### src/rrce_pkg.sv
`timescale 1ns / 1ps
// ----------------------------------------------------------------------------
// rrce_pkg
// Shared types and constants of the row record column extractor.
// ----------------------------------------------------------------------------
package rrce_pkg;

  localparam int MAX_COLUMNS_DEF = 16;

  localparam int COUNT_W = 5;
  localparam int SEL_W   = 4;
  localparam int TYPES_W = 64;
  localparam int CFG_W   = 64;
  localparam int CFG_IDX_W = 2;

  localparam int BYTE_W  = 8;
  localparam int DATA_W  = 64;
  localparam int NB_W    = 4;
  localparam int LEN_W   = 16;
  localparam int ERR_W   = 2;
  localparam int CODE_W  = 4;
  localparam int PH_W    = 3;

  // packed output word: data, byte count, field length, error code, pad
  localparam int OUT_W      = DATA_W + NB_W + LEN_W + ERR_W;
  localparam int OUT_TDATA_W = ((OUT_W + 7) / 8) * 8;

  // configuration register indexes
  localparam logic [CFG_IDX_W-1:0] REG_COLUMN_COUNT    = 2'd0;
  localparam logic [CFG_IDX_W-1:0] REG_SELECTED_COLUMN = 2'd1;
  localparam logic [CFG_IDX_W-1:0] REG_COLUMN_TYPES    = 2'd2;

  // column type codes
  localparam logic [CODE_W-1:0] TY_INT8    = 4'd0;
  localparam logic [CODE_W-1:0] TY_INT16   = 4'd1;
  localparam logic [CODE_W-1:0] TY_INT32   = 4'd2;
  localparam logic [CODE_W-1:0] TY_INT64   = 4'd3;
  localparam logic [CODE_W-1:0] TY_FLOAT32 = 4'd4;
  localparam logic [CODE_W-1:0] TY_FLOAT64 = 4'd5;
  localparam logic [CODE_W-1:0] TY_DECIMAL = 4'd6;
  localparam logic [CODE_W-1:0] TY_BOOL    = 4'd7;
  localparam logic [CODE_W-1:0] TY_STRING  = 4'd8;
  localparam logic [CODE_W-1:0] TY_BLOB    = 4'd9;

  // error codes
  localparam logic [ERR_W-1:0] ERR_NONE    = 2'd0;
  localparam logic [ERR_W-1:0] ERR_DECIMAL = 2'd1;
  localparam logic [ERR_W-1:0] ERR_BLOB    = 2'd2;
  localparam logic [ERR_W-1:0] ERR_UNKNOWN = 2'd3;

  // parse phases
  localparam logic [PH_W-1:0] PH_PRESENCE = 3'd0;
  localparam logic [PH_W-1:0] PH_NUMERIC  = 3'd1;
  localparam logic [PH_W-1:0] PH_LEN_HI   = 3'd2;
  localparam logic [PH_W-1:0] PH_LEN_LO   = 3'd3;
  localparam logic [PH_W-1:0] PH_STRING   = 3'd4;

  localparam logic [DATA_W-1:0] NAN32 = 64'h0000_0000_7FC0_0000;
  localparam logic [DATA_W-1:0] NAN64 = 64'h7FF8_0000_0000_0000;

  typedef struct packed {
    logic [DATA_W-1:0] data;
    logic [NB_W-1:0]   nbytes;
    logic              field_end;
    logic [LEN_W-1:0]  len;
    logic [ERR_W-1:0]  err;
  } rrce_result_t;

  // payload size of a numeric type, 0 for the rest
  function automatic logic [NB_W-1:0] numeric_size(input logic [CODE_W-1:0] code);
    logic [NB_W-1:0] sz;
    unique case (code)
      TY_INT8, TY_BOOL:     sz = 4'd1;
      TY_INT16:             sz = 4'd2;
      TY_INT32, TY_FLOAT32: sz = 4'd4;
      TY_INT64, TY_FLOAT64: sz = 4'd8;
      default:              sz = 4'd0;
    endcase
    return sz;
  endfunction

endpackage

### src/rrce_parser.sv
`timescale 1ns / 1ps
// ----------------------------------------------------------------------------
// rrce_parser
// Configuration registers and the per-byte field parser; one byte a cycle while take is high.
// ----------------------------------------------------------------------------
module rrce_parser #(
  parameter int MAX_COLUMNS = rrce_pkg::MAX_COLUMNS_DEF
) (
  input  logic                          clk,
  input  logic                          rst,
  input  logic                          cfg_we,
  input  logic [rrce_pkg::CFG_IDX_W-1:0] cfg_index,
  input  logic [rrce_pkg::CFG_W-1:0]    cfg_data,
  input  logic                          take,
  input  logic [rrce_pkg::BYTE_W-1:0]   in_byte,
  input  logic                          stream_start,
  output logic                          res_valid,
  output rrce_pkg::rrce_result_t        res
);
  import rrce_pkg::*;

  localparam int IDX_W = (MAX_COLUMNS > 1) ? $clog2(MAX_COLUMNS) : 1;
  localparam logic [COUNT_W-1:0] MAX_CNT = COUNT_W'(MAX_COLUMNS);

  logic [COUNT_W-1:0] column_count;
  logic [SEL_W-1:0]   selected_column;
  logic [TYPES_W-1:0] column_types;

  logic [IDX_W-1:0]   column_index, column_index_next;
  logic [PH_W-1:0]    parse_phase, parse_phase_next;
  logic [LEN_W-1:0]   bytes_left, bytes_left_next;
  logic [DATA_W-1:0]  value_acc, value_acc_next;
  logic [LEN_W-1:0]   string_length, string_length_next;
  logic               error_hold, error_hold_next;

  logic [COUNT_W-1:0] eff_count;
  logic [COUNT_W-1:0] idx_inc;
  logic [IDX_W-1:0]   idx_wrap;
  logic [IDX_W-1:0]   ci;
  logic [PH_W-1:0]    ph;
  logic [LEN_W-1:0]   bl;
  logic [LEN_W-1:0]   bl_dec;
  logic [LEN_W-1:0]   slen;
  logic [DATA_W-1:0]  acc_shift;
  logic [CODE_W-1:0]  code;
  logic [NB_W-1:0]    nsize;
  logic               sel;

  always_ff @(posedge clk) begin
    if (rst) begin
      column_count    <= COUNT_W'(1);
      selected_column <= '0;
      column_types    <= '0;
    end else if (cfg_we) begin
      unique case (cfg_index)
        REG_COLUMN_COUNT:    column_count    <= cfg_data[COUNT_W-1:0];
        REG_SELECTED_COLUMN: selected_column <= cfg_data[SEL_W-1:0];
        REG_COLUMN_TYPES:    column_types    <= cfg_data[TYPES_W-1:0];
        default: ;
      endcase
    end
  end

  always_ff @(posedge clk) begin
    if (rst) begin
      column_index  <= '0;
      parse_phase   <= PH_PRESENCE;
      bytes_left    <= '0;
      value_acc     <= '0;
      string_length <= '0;
      error_hold    <= 1'b0;
    end else begin
      column_index  <= column_index_next;
      parse_phase   <= parse_phase_next;
      bytes_left    <= bytes_left_next;
      value_acc     <= value_acc_next;
      string_length <= string_length_next;
      error_hold    <= error_hold_next;
    end
  end

  always_comb begin
    // zero acts as one, above the column limit acts as the limit
    if (column_count == '0)         eff_count = COUNT_W'(1);
    else if (column_count > MAX_CNT) eff_count = MAX_CNT;
    else                            eff_count = column_count;

    // a stream start restarts the row before the byte is looked at
    ci = stream_start ? '0 : column_index;
    ph = stream_start ? PH_PRESENCE : parse_phase;
    bl = stream_start ? '0 : bytes_left;

    idx_inc  = COUNT_W'(ci) + COUNT_W'(1);
    idx_wrap = (idx_inc >= eff_count) ? '0 : idx_inc[IDX_W-1:0];
    sel      = (SEL_W'(ci) == selected_column);
    code     = column_types[4*ci +: CODE_W];
    nsize    = numeric_size(code);
    bl_dec   = (bl != '0) ? bl - LEN_W'(1) : bl;
    acc_shift = {value_acc[DATA_W-BYTE_W-1:0], in_byte};
    slen     = {string_length[LEN_W-1:BYTE_W], in_byte};

    column_index_next  = column_index;
    parse_phase_next   = parse_phase;
    bytes_left_next    = bytes_left;
    value_acc_next     = value_acc;
    string_length_next = string_length;
    error_hold_next    = error_hold;
    res_valid          = 1'b0;
    res                = '0;

    if (take) begin
      column_index_next = ci;
      parse_phase_next  = ph;
      bytes_left_next   = bl;
      error_hold_next   = stream_start ? 1'b0 : error_hold;

      if (stream_start || !error_hold) begin
        unique case (ph)
          PH_PRESENCE: begin
            value_acc_next = '0;
            if (in_byte == '0) begin
              if (sel && code == TY_FLOAT32) begin
                res_valid = 1'b1;
                res.data = NAN32; res.nbytes = 4'd4; res.field_end = 1'b1;
                res.len = LEN_W'(4);
              end else if (sel && code == TY_FLOAT64) begin
                res_valid = 1'b1;
                res.data = NAN64; res.nbytes = 4'd8; res.field_end = 1'b1;
                res.len = LEN_W'(8);
              end else if (sel && code == TY_STRING) begin
                // null string: empty end marker
                res_valid = 1'b1;
                res.field_end = 1'b1;
              end
              column_index_next = idx_wrap;
              parse_phase_next  = PH_PRESENCE;
              bytes_left_next   = '0;
            end else if (code == TY_STRING) begin
              parse_phase_next = PH_LEN_HI;
            end else if (nsize != '0) begin
              parse_phase_next = PH_NUMERIC;
              bytes_left_next  = LEN_W'(nsize);
            end else begin
              error_hold_next = 1'b1;
              res_valid = 1'b1;
              if (code == TY_DECIMAL)   res.err = ERR_DECIMAL;
              else if (code == TY_BLOB) res.err = ERR_BLOB;
              else                      res.err = ERR_UNKNOWN;
            end
          end
          PH_NUMERIC: begin
            value_acc_next  = acc_shift;
            bytes_left_next = bl_dec;
            if (bl_dec == '0) begin
              if (sel) begin
                res_valid = 1'b1;
                res.data = acc_shift; res.nbytes = nsize; res.field_end = 1'b1;
                res.len = LEN_W'(nsize);
              end
              column_index_next = idx_wrap;
              parse_phase_next  = PH_PRESENCE;
              bytes_left_next   = '0;
            end
          end
          PH_LEN_HI: begin
            string_length_next = {in_byte, {BYTE_W{1'b0}}};
            parse_phase_next   = PH_LEN_LO;
          end
          PH_LEN_LO: begin
            string_length_next = slen;
            if (slen == '0) begin
              if (sel) begin
                res_valid = 1'b1;
                res.field_end = 1'b1;
              end
              column_index_next = idx_wrap;
              parse_phase_next  = PH_PRESENCE;
              bytes_left_next   = '0;
            end else begin
              bytes_left_next  = slen;
              parse_phase_next = PH_STRING;
            end
          end
          PH_STRING: begin
            bytes_left_next = bl_dec;
            if (sel) begin
              res_valid = 1'b1;
              res.data = DATA_W'(in_byte); res.nbytes = 4'd1;
              res.field_end = (bl_dec == '0);
              res.len = (bl_dec == '0) ? string_length : '0;
            end
            if (bl_dec == '0) begin
              column_index_next = idx_wrap;
              parse_phase_next  = PH_PRESENCE;
              bytes_left_next   = '0;
            end
          end
          default: begin
            parse_phase_next = PH_PRESENCE;
          end
        endcase
      end
    end
  end

endmodule

### src/rrce_out_stage.sv
`timescale 1ns / 1ps
// ----------------------------------------------------------------------------
// rrce_out_stage
// Result register with a skid entry, so one more result is taken on a stall before can_push drops.
// ----------------------------------------------------------------------------
module rrce_out_stage (
  input  logic                   clk,
  input  logic                   rst,
  input  logic                   push,
  input  rrce_pkg::rrce_result_t push_res,
  output logic                   can_push,
  output logic                   out_valid,
  input  logic                   out_ready,
  output rrce_pkg::rrce_result_t out_res
);
  import rrce_pkg::*;

  logic         skid_valid;
  rrce_result_t skid_res;

  assign can_push = !skid_valid;

  always_ff @(posedge clk) begin
    if (rst) begin
      out_valid  <= 1'b0;
      skid_valid <= 1'b0;
    end else if (out_ready || !out_valid) begin
      if (skid_valid) begin
        out_valid  <= 1'b1;
        skid_valid <= 1'b0;
      end else begin
        out_valid <= push;
      end
    end else if (push) begin
      skid_valid <= 1'b1;
    end
  end

  always_ff @(posedge clk) begin
    if (out_ready || !out_valid) begin
      out_res <= skid_valid ? skid_res : push_res;
    end else if (push) begin
      skid_res <= push_res;
    end
  end

endmodule

### src/row_record_column_extractor_top.sv
`timescale 1ns / 1ps
// ----------------------------------------------------------------------------
// row_record_column_extractor_top
// Parses a byte stream of row records and emits the values of one column.
// ----------------------------------------------------------------------------
// Input channel s_*: one stream byte per word, s_tuser marks the first byte
// of a new stream (restarts at column 0 and clears a held error).
// Output channel m_*: at most one word per input byte; m_tlast marks the
// last word of a selected field. Numerics come out whole, strings one byte
// per word with the length on the last word, null floats as quiet NaN.
// An unsupported type gives one error word, then bytes are dropped until
// the next stream start.
// Configuration: cfg_we, cfg_index, cfg_data write column_count (0),
// selected_column (1) and column_types (2); the user must write them only
// while the block is idle; the block does not enforce it. Throughput: one
// byte per cycle while s_tready is high; m_* is driven from a register.
// If the receiver stalls, one more result is caught in a skid entry and
// s_tready drops until it drains. Synchronous reset empties the output,
// restores register defaults and puts the parser at column 0.
// ----------------------------------------------------------------------------
module row_record_column_extractor_top #(
  parameter int MAX_COLUMNS = rrce_pkg::MAX_COLUMNS_DEF
) (
  input  logic                             clk,
  input  logic                             rst,
  input  logic                             cfg_we,
  input  logic [rrce_pkg::CFG_IDX_W-1:0]   cfg_index,
  input  logic [rrce_pkg::CFG_W-1:0]       cfg_data,
  input  logic                             s_tvalid,
  output logic                             s_tready,
  input  logic [rrce_pkg::BYTE_W-1:0]      s_tdata,   // in_byte
  input  logic                             s_tuser,   // stream_start
  output logic                             m_tvalid,
  input  logic                             m_tready,
  // extracted_value[63:0], out_bytes[67:64], field_len[83:68], error_code[85:84]
  output logic [rrce_pkg::OUT_TDATA_W-1:0] m_tdata,
  output logic                             m_tlast    // field_end
);
  import rrce_pkg::*;

  logic         take;
  logic         res_valid;
  rrce_result_t res;
  rrce_result_t out_res;

  assign take = s_tvalid && s_tready;

  rrce_parser #(
    .MAX_COLUMNS(MAX_COLUMNS)
  ) u_parser (
    .clk          (clk),
    .rst          (rst),
    .cfg_we       (cfg_we),
    .cfg_index    (cfg_index),
    .cfg_data     (cfg_data),
    .take         (take),
    .in_byte      (s_tdata),
    .stream_start (s_tuser),
    .res_valid    (res_valid),
    .res          (res)
  );

  rrce_out_stage u_out (
    .clk       (clk),
    .rst       (rst),
    .push      (take && res_valid),
    .push_res  (res),
    .can_push  (s_tready),
    .out_valid (m_tvalid),
    .out_ready (m_tready),
    .out_res   (out_res)
  );

  assign m_tdata = {{(OUT_TDATA_W-OUT_W){1'b0}}, out_res.err, out_res.len,
                    out_res.nbytes, out_res.data};
  assign m_tlast = out_res.field_end;

endmodule
### config.mk
export PLATFORM = sky130hd
export DESIGN_NAME = row_record_column_extractor_top
export DESIGN_NICKNAME = d
export VERILOG_FILES = /design/src/rrce_pkg.sv /design/src/rrce_parser.sv /design/src/rrce_out_stage.sv /design/src/row_record_column_extractor_top.sv
export SDC_FILE = /design/constraint.sdc
export NUM_CORES = 1
export LEC_CHECK = 0
export BUFFER_PORTS_ARGS = -buffer_cell sky130_fd_sc_hd__buf_2
export CAP_MARGIN = 15
export CORE_MARGIN = 8
export CORE_UTILIZATION = 53
export DETAILED_ROUTE_END_ITERATION = 16
export PLACE_DENSITY = 0.8
export SLEW_MARGIN = 20
export SYNTH_ARGS = -nofsm -noshare
export SYNTH_HDL_FRONTEND = slang
export SYNTH_SLANG_ARGS = --single-unit
### constraint.sdc
create_clock -name clk -period 12.5 [get_ports clk]
set_input_delay 3.75 -clock clk [delete_from_list [all_inputs] [get_ports clk]]
set_output_delay 3.75 -clock clk [all_outputs]
set_load 0.01 [all_outputs]
==> summary.md <==
| Metric | Value |
|---|---|
| IO Count | `171` |
| Logic pwr share | `0.087` |
| Setup WS pre-CTS | `3.81 ns` |
| Highest clock rate | `125 MHz` |
| Hold Vio Cnt, Final | `0` |
| Net Sw Frac | `0.244` |
| Tightest Pin Transition | `around 1.2 ns` |
| Worst Path Required | `~13 ns` |
| Core ar. | `28500 sq um` |
| CTS tree | `yes` |
| Kind of critical path | `in2reg` |
| Status | `completed` |
| CTS buffer count | `36` |
| Clock Sink Count | `between 300 and 400` |
| Seq/Total Area, Yosys | `0.570` |
| Startpoint Class | `input pin` |
| EDFF count, synth | `174` |
| Crit-path cells | `buf_2, buf_4, clkinv_8, nand2_4, ha_4, or4b_4, nor4b_1, o2111ai_1, o22ai_1, o21ai_2, nor4_4, buf_4, nor4b_2, nor3_2, buf_6` |
| Syn-to-layout area delta | `13.8%` |
| Largest net degree at the start of global routing | `94` |
| Synth area leader | `edfxtp_1` |
| IO buf count | `168` |
| Post-CTS setup buffers | `0` |
| Setup_tns | `0 ns` |
| Root Driver | `clkbuf_16` |
| Area contributors post-synth | `edfxtp_1 (34%), dfxtp_1 (23%), nand2_1 (5.4%)` |
| First-pass GRT wire length | `60000 microns` |
| Final setup vio count | `0` |
| Max-slew violations | `0` |
| Worst EP arrival | `around 8 ns` |
| Worst-case clock buffer depth | `3` |
| Die Height | `185 microns` |
| Final Cell Area | `17300 sq um` |
| Synth unique cells | `79` |
| Synth Flop Type | `edfxtp_1` |
| Synthesized instance count | `between 1500 and 2000` |
| Diodes inserted | `0` |
| Die area | `34300 sq um` |
| Via count | `11878` |
| DRC Markers | `0` |
| Initial antenna violation count | `0` |
| DRT iter0 DRCs | `1159` |
| Unrepaired setup endpoints after global routing | `no` |
| Final WS setup | `4.50 ns` |
| FF+latch count, synth | `345` |
| Crit. End Element | `flop` |
| Final ANT Viol Nets | `0` |
| FP Rows | `62` |
| Fin util | `0.606` |
| Synthesized area per cell | `approximately 10 sq um` |
| Final WL | `between 30000 and 40000 microns` |
| Hold bufs inserted after CTS | `0` |
| RePlAce Congestion | `0.880` |
| Final #Nets | `about 1700` |
| PwrDens | `140 nW/um^2` |
| Sw Pwr | `0.591 mW` |
| CTS clk-pin slew, worst paths | `approximately 0.050 ns` |
| Htree depth | `2` |
| Yosys warnings | `0` |
| Top cell by count, worst path | `buf_4` |
| DP HPWL | `25200 microns` |
| Global route total overflow | `0` |
| Die width | `185 microns` |
| Fin crit period | `8.00 ns` |
| Clock Power Share | `0.410` |
| Vias per inst | `5.88` |
| Clk_lat worst skew | `0.53 ns` |
| Crit path largest cell delay | `approximately 0.65 ns` |
| Clock Skew | `0.0205 ns` |
| Internal Pwr Total | `~1.8 mW` |
| HP Class | `reg2reg` |
| Starting Density | `0.533` |
| Critical Path Fanout Max | `87` |
| Leak | `6.72 nW` |
| Vias in the first global route | `between 10000 and 15000` |
| Mapped Area | `roughly 15000 sq um` |
| Final Cycle Share | `0.640` |
| Pre-Repair DR Iteration Count | `5` |
| Ys async rst share | `0` |
| GRT Util Overall | `0.216` |
| Max-Cap Viols | `0` |
| Worst vdd ir | `0.0925 mV` |
| Seq pwr share | `0.503` |
| Drt wl/cell | `18.9 microns` |
| Dpl cell area | `16200 sq um` |
| Synth top area share | `0.345` |
| Tot Pwr | `2.42 mW` |
| Slowest CP cell | `buf_6` |
| Post-cts sizing count | `0` |
| Layout cells sized above 1 | `0.169` |
| Max-slew headroom | `0.209` |
## sequential cells by signal (all words and copies together) (netlist names)
signal	cells
u_out.out_res	87
u_out.skid_res	87
u_parser.column_types	64
u_parser.parse_phase	3
u_parser.selected_column	4
u_parser.value_acc	56
u_parser.column_count	5
u_parser.bytes_left	16
u_parser.error_hold	1
u_parser.string_length	16
u_parser.column_index	4
u_out.out_valid	1
u_out.skid_valid	1
## synth_stat cells, drive strengths merged (13+ instances only)
master,n
nand2,219
edfxtp,174
dfxtp,171
a21oi,134
nor2,129
clkbuf,87
o21ai,60
and2,58
a22oi,51
a22o,44
nand3,41
buf,27
inv,24
a21o,22
nor3,21
mux2i,20
a21boi,13
## path summary, 6_finish.rpt
check	start	end	slack, ns	cells past startpoint
worst min-delay path	u_parser.column_types[59]	u_parser.column_types[59]	0.45	2
worst min register to register	u_parser.column_types[59]	u_parser.column_types[59]	0.45	2
worst max register to register	u_parser.column_index[1]	u_out.skid_res[84]	7.89	10
worst max-delay path	s_tuser	u_out.skid_res[84]	4.50	15
## critical path, delay by kind of cell
kind            cells  cell delay (ns)
fa+ha+maj           1             0.19
buf+inv             5             1.80
compound gates      3             0.57
simple gates        6             1.75
## cell type report
type,count,area (sq um)
tap,384,480
fill,2335,11200
multi-input combinational,1019,5980
clock buffer,48,976
sequential,345,8650
inverter,25,106
timing repair buffer,180,937
clock inverter,18,120
## power groups by stage
stage | clock network (mW) | registers, mW | logic, mW
global route | 1.05 | 1.22 | 0.229
floorplan | 0 | 1.24 | 0.144
finish | 0.991 | 1.22 | 0.211
detailed placement | 0 | 1.24 | 0.208
CTS | 1.00 | 1.22 | 0.208
global placement | 0 | 1.24 | 0.205
## metrics by stage
step	hold slack (ns)	cells
3_3_place_gp	0.437	1953
4_1_cts	0.455	2019
2_1_floorplan	0.427	1503
6_report	0.454	2019
3_5_place_dp	0.445	1953
5_1_grt	0.463	2019
## layout by cell type, fill, tap and decap left out, types with 9 or more instances in the layout
cell       netlist  routed
nand2_1        219     218
buf_4            5      12
a22o_1          44      44
and2_1          58      58
o21ai_1         14      13
a221oi_1        12      12
a21o_1          22      22
a21boi_0        13      13
a211oi_1         9       9
inv_1           23      23
nor3_1          20      19
buf_2            7     167
nor2_1         129     128
dfxtp_1        171     170
xnor2_1          9       9
nor2b_1         12      11
mux2i_1         20      20
clkbuf_16        0      36
o21ai_0         45      43
o22ai_1         12      12
nand3_1         40      40
clkbuf_1        84       9
edfxtp_1       174     174
a22oi_1         51      51
clkinv_2         0      10
a31oi_1         11      11
a21oi_1        134     134
## per-layer routing
layer	routed length (microns)	part of all wire	global-route usage
met3	3240	0.085	0.0479
met4	1160	0.030	0.0858
met5	0	0	0
met2	18000	0.47	0.356
met1	15700	0.41	0.274
## kinds of logic after synthesis
kind of cell	synth area share
AOI/OAI and AO/OA	0.184
muxes	0.0214
xor gates and xnor gates	0.00693
buffers and inverters	0.0400
and+or+nand+nor	0.171
other	0.000247
DFF	0.570
adders and majority gates	0.00578
Power figures use the tool's default switching activity.
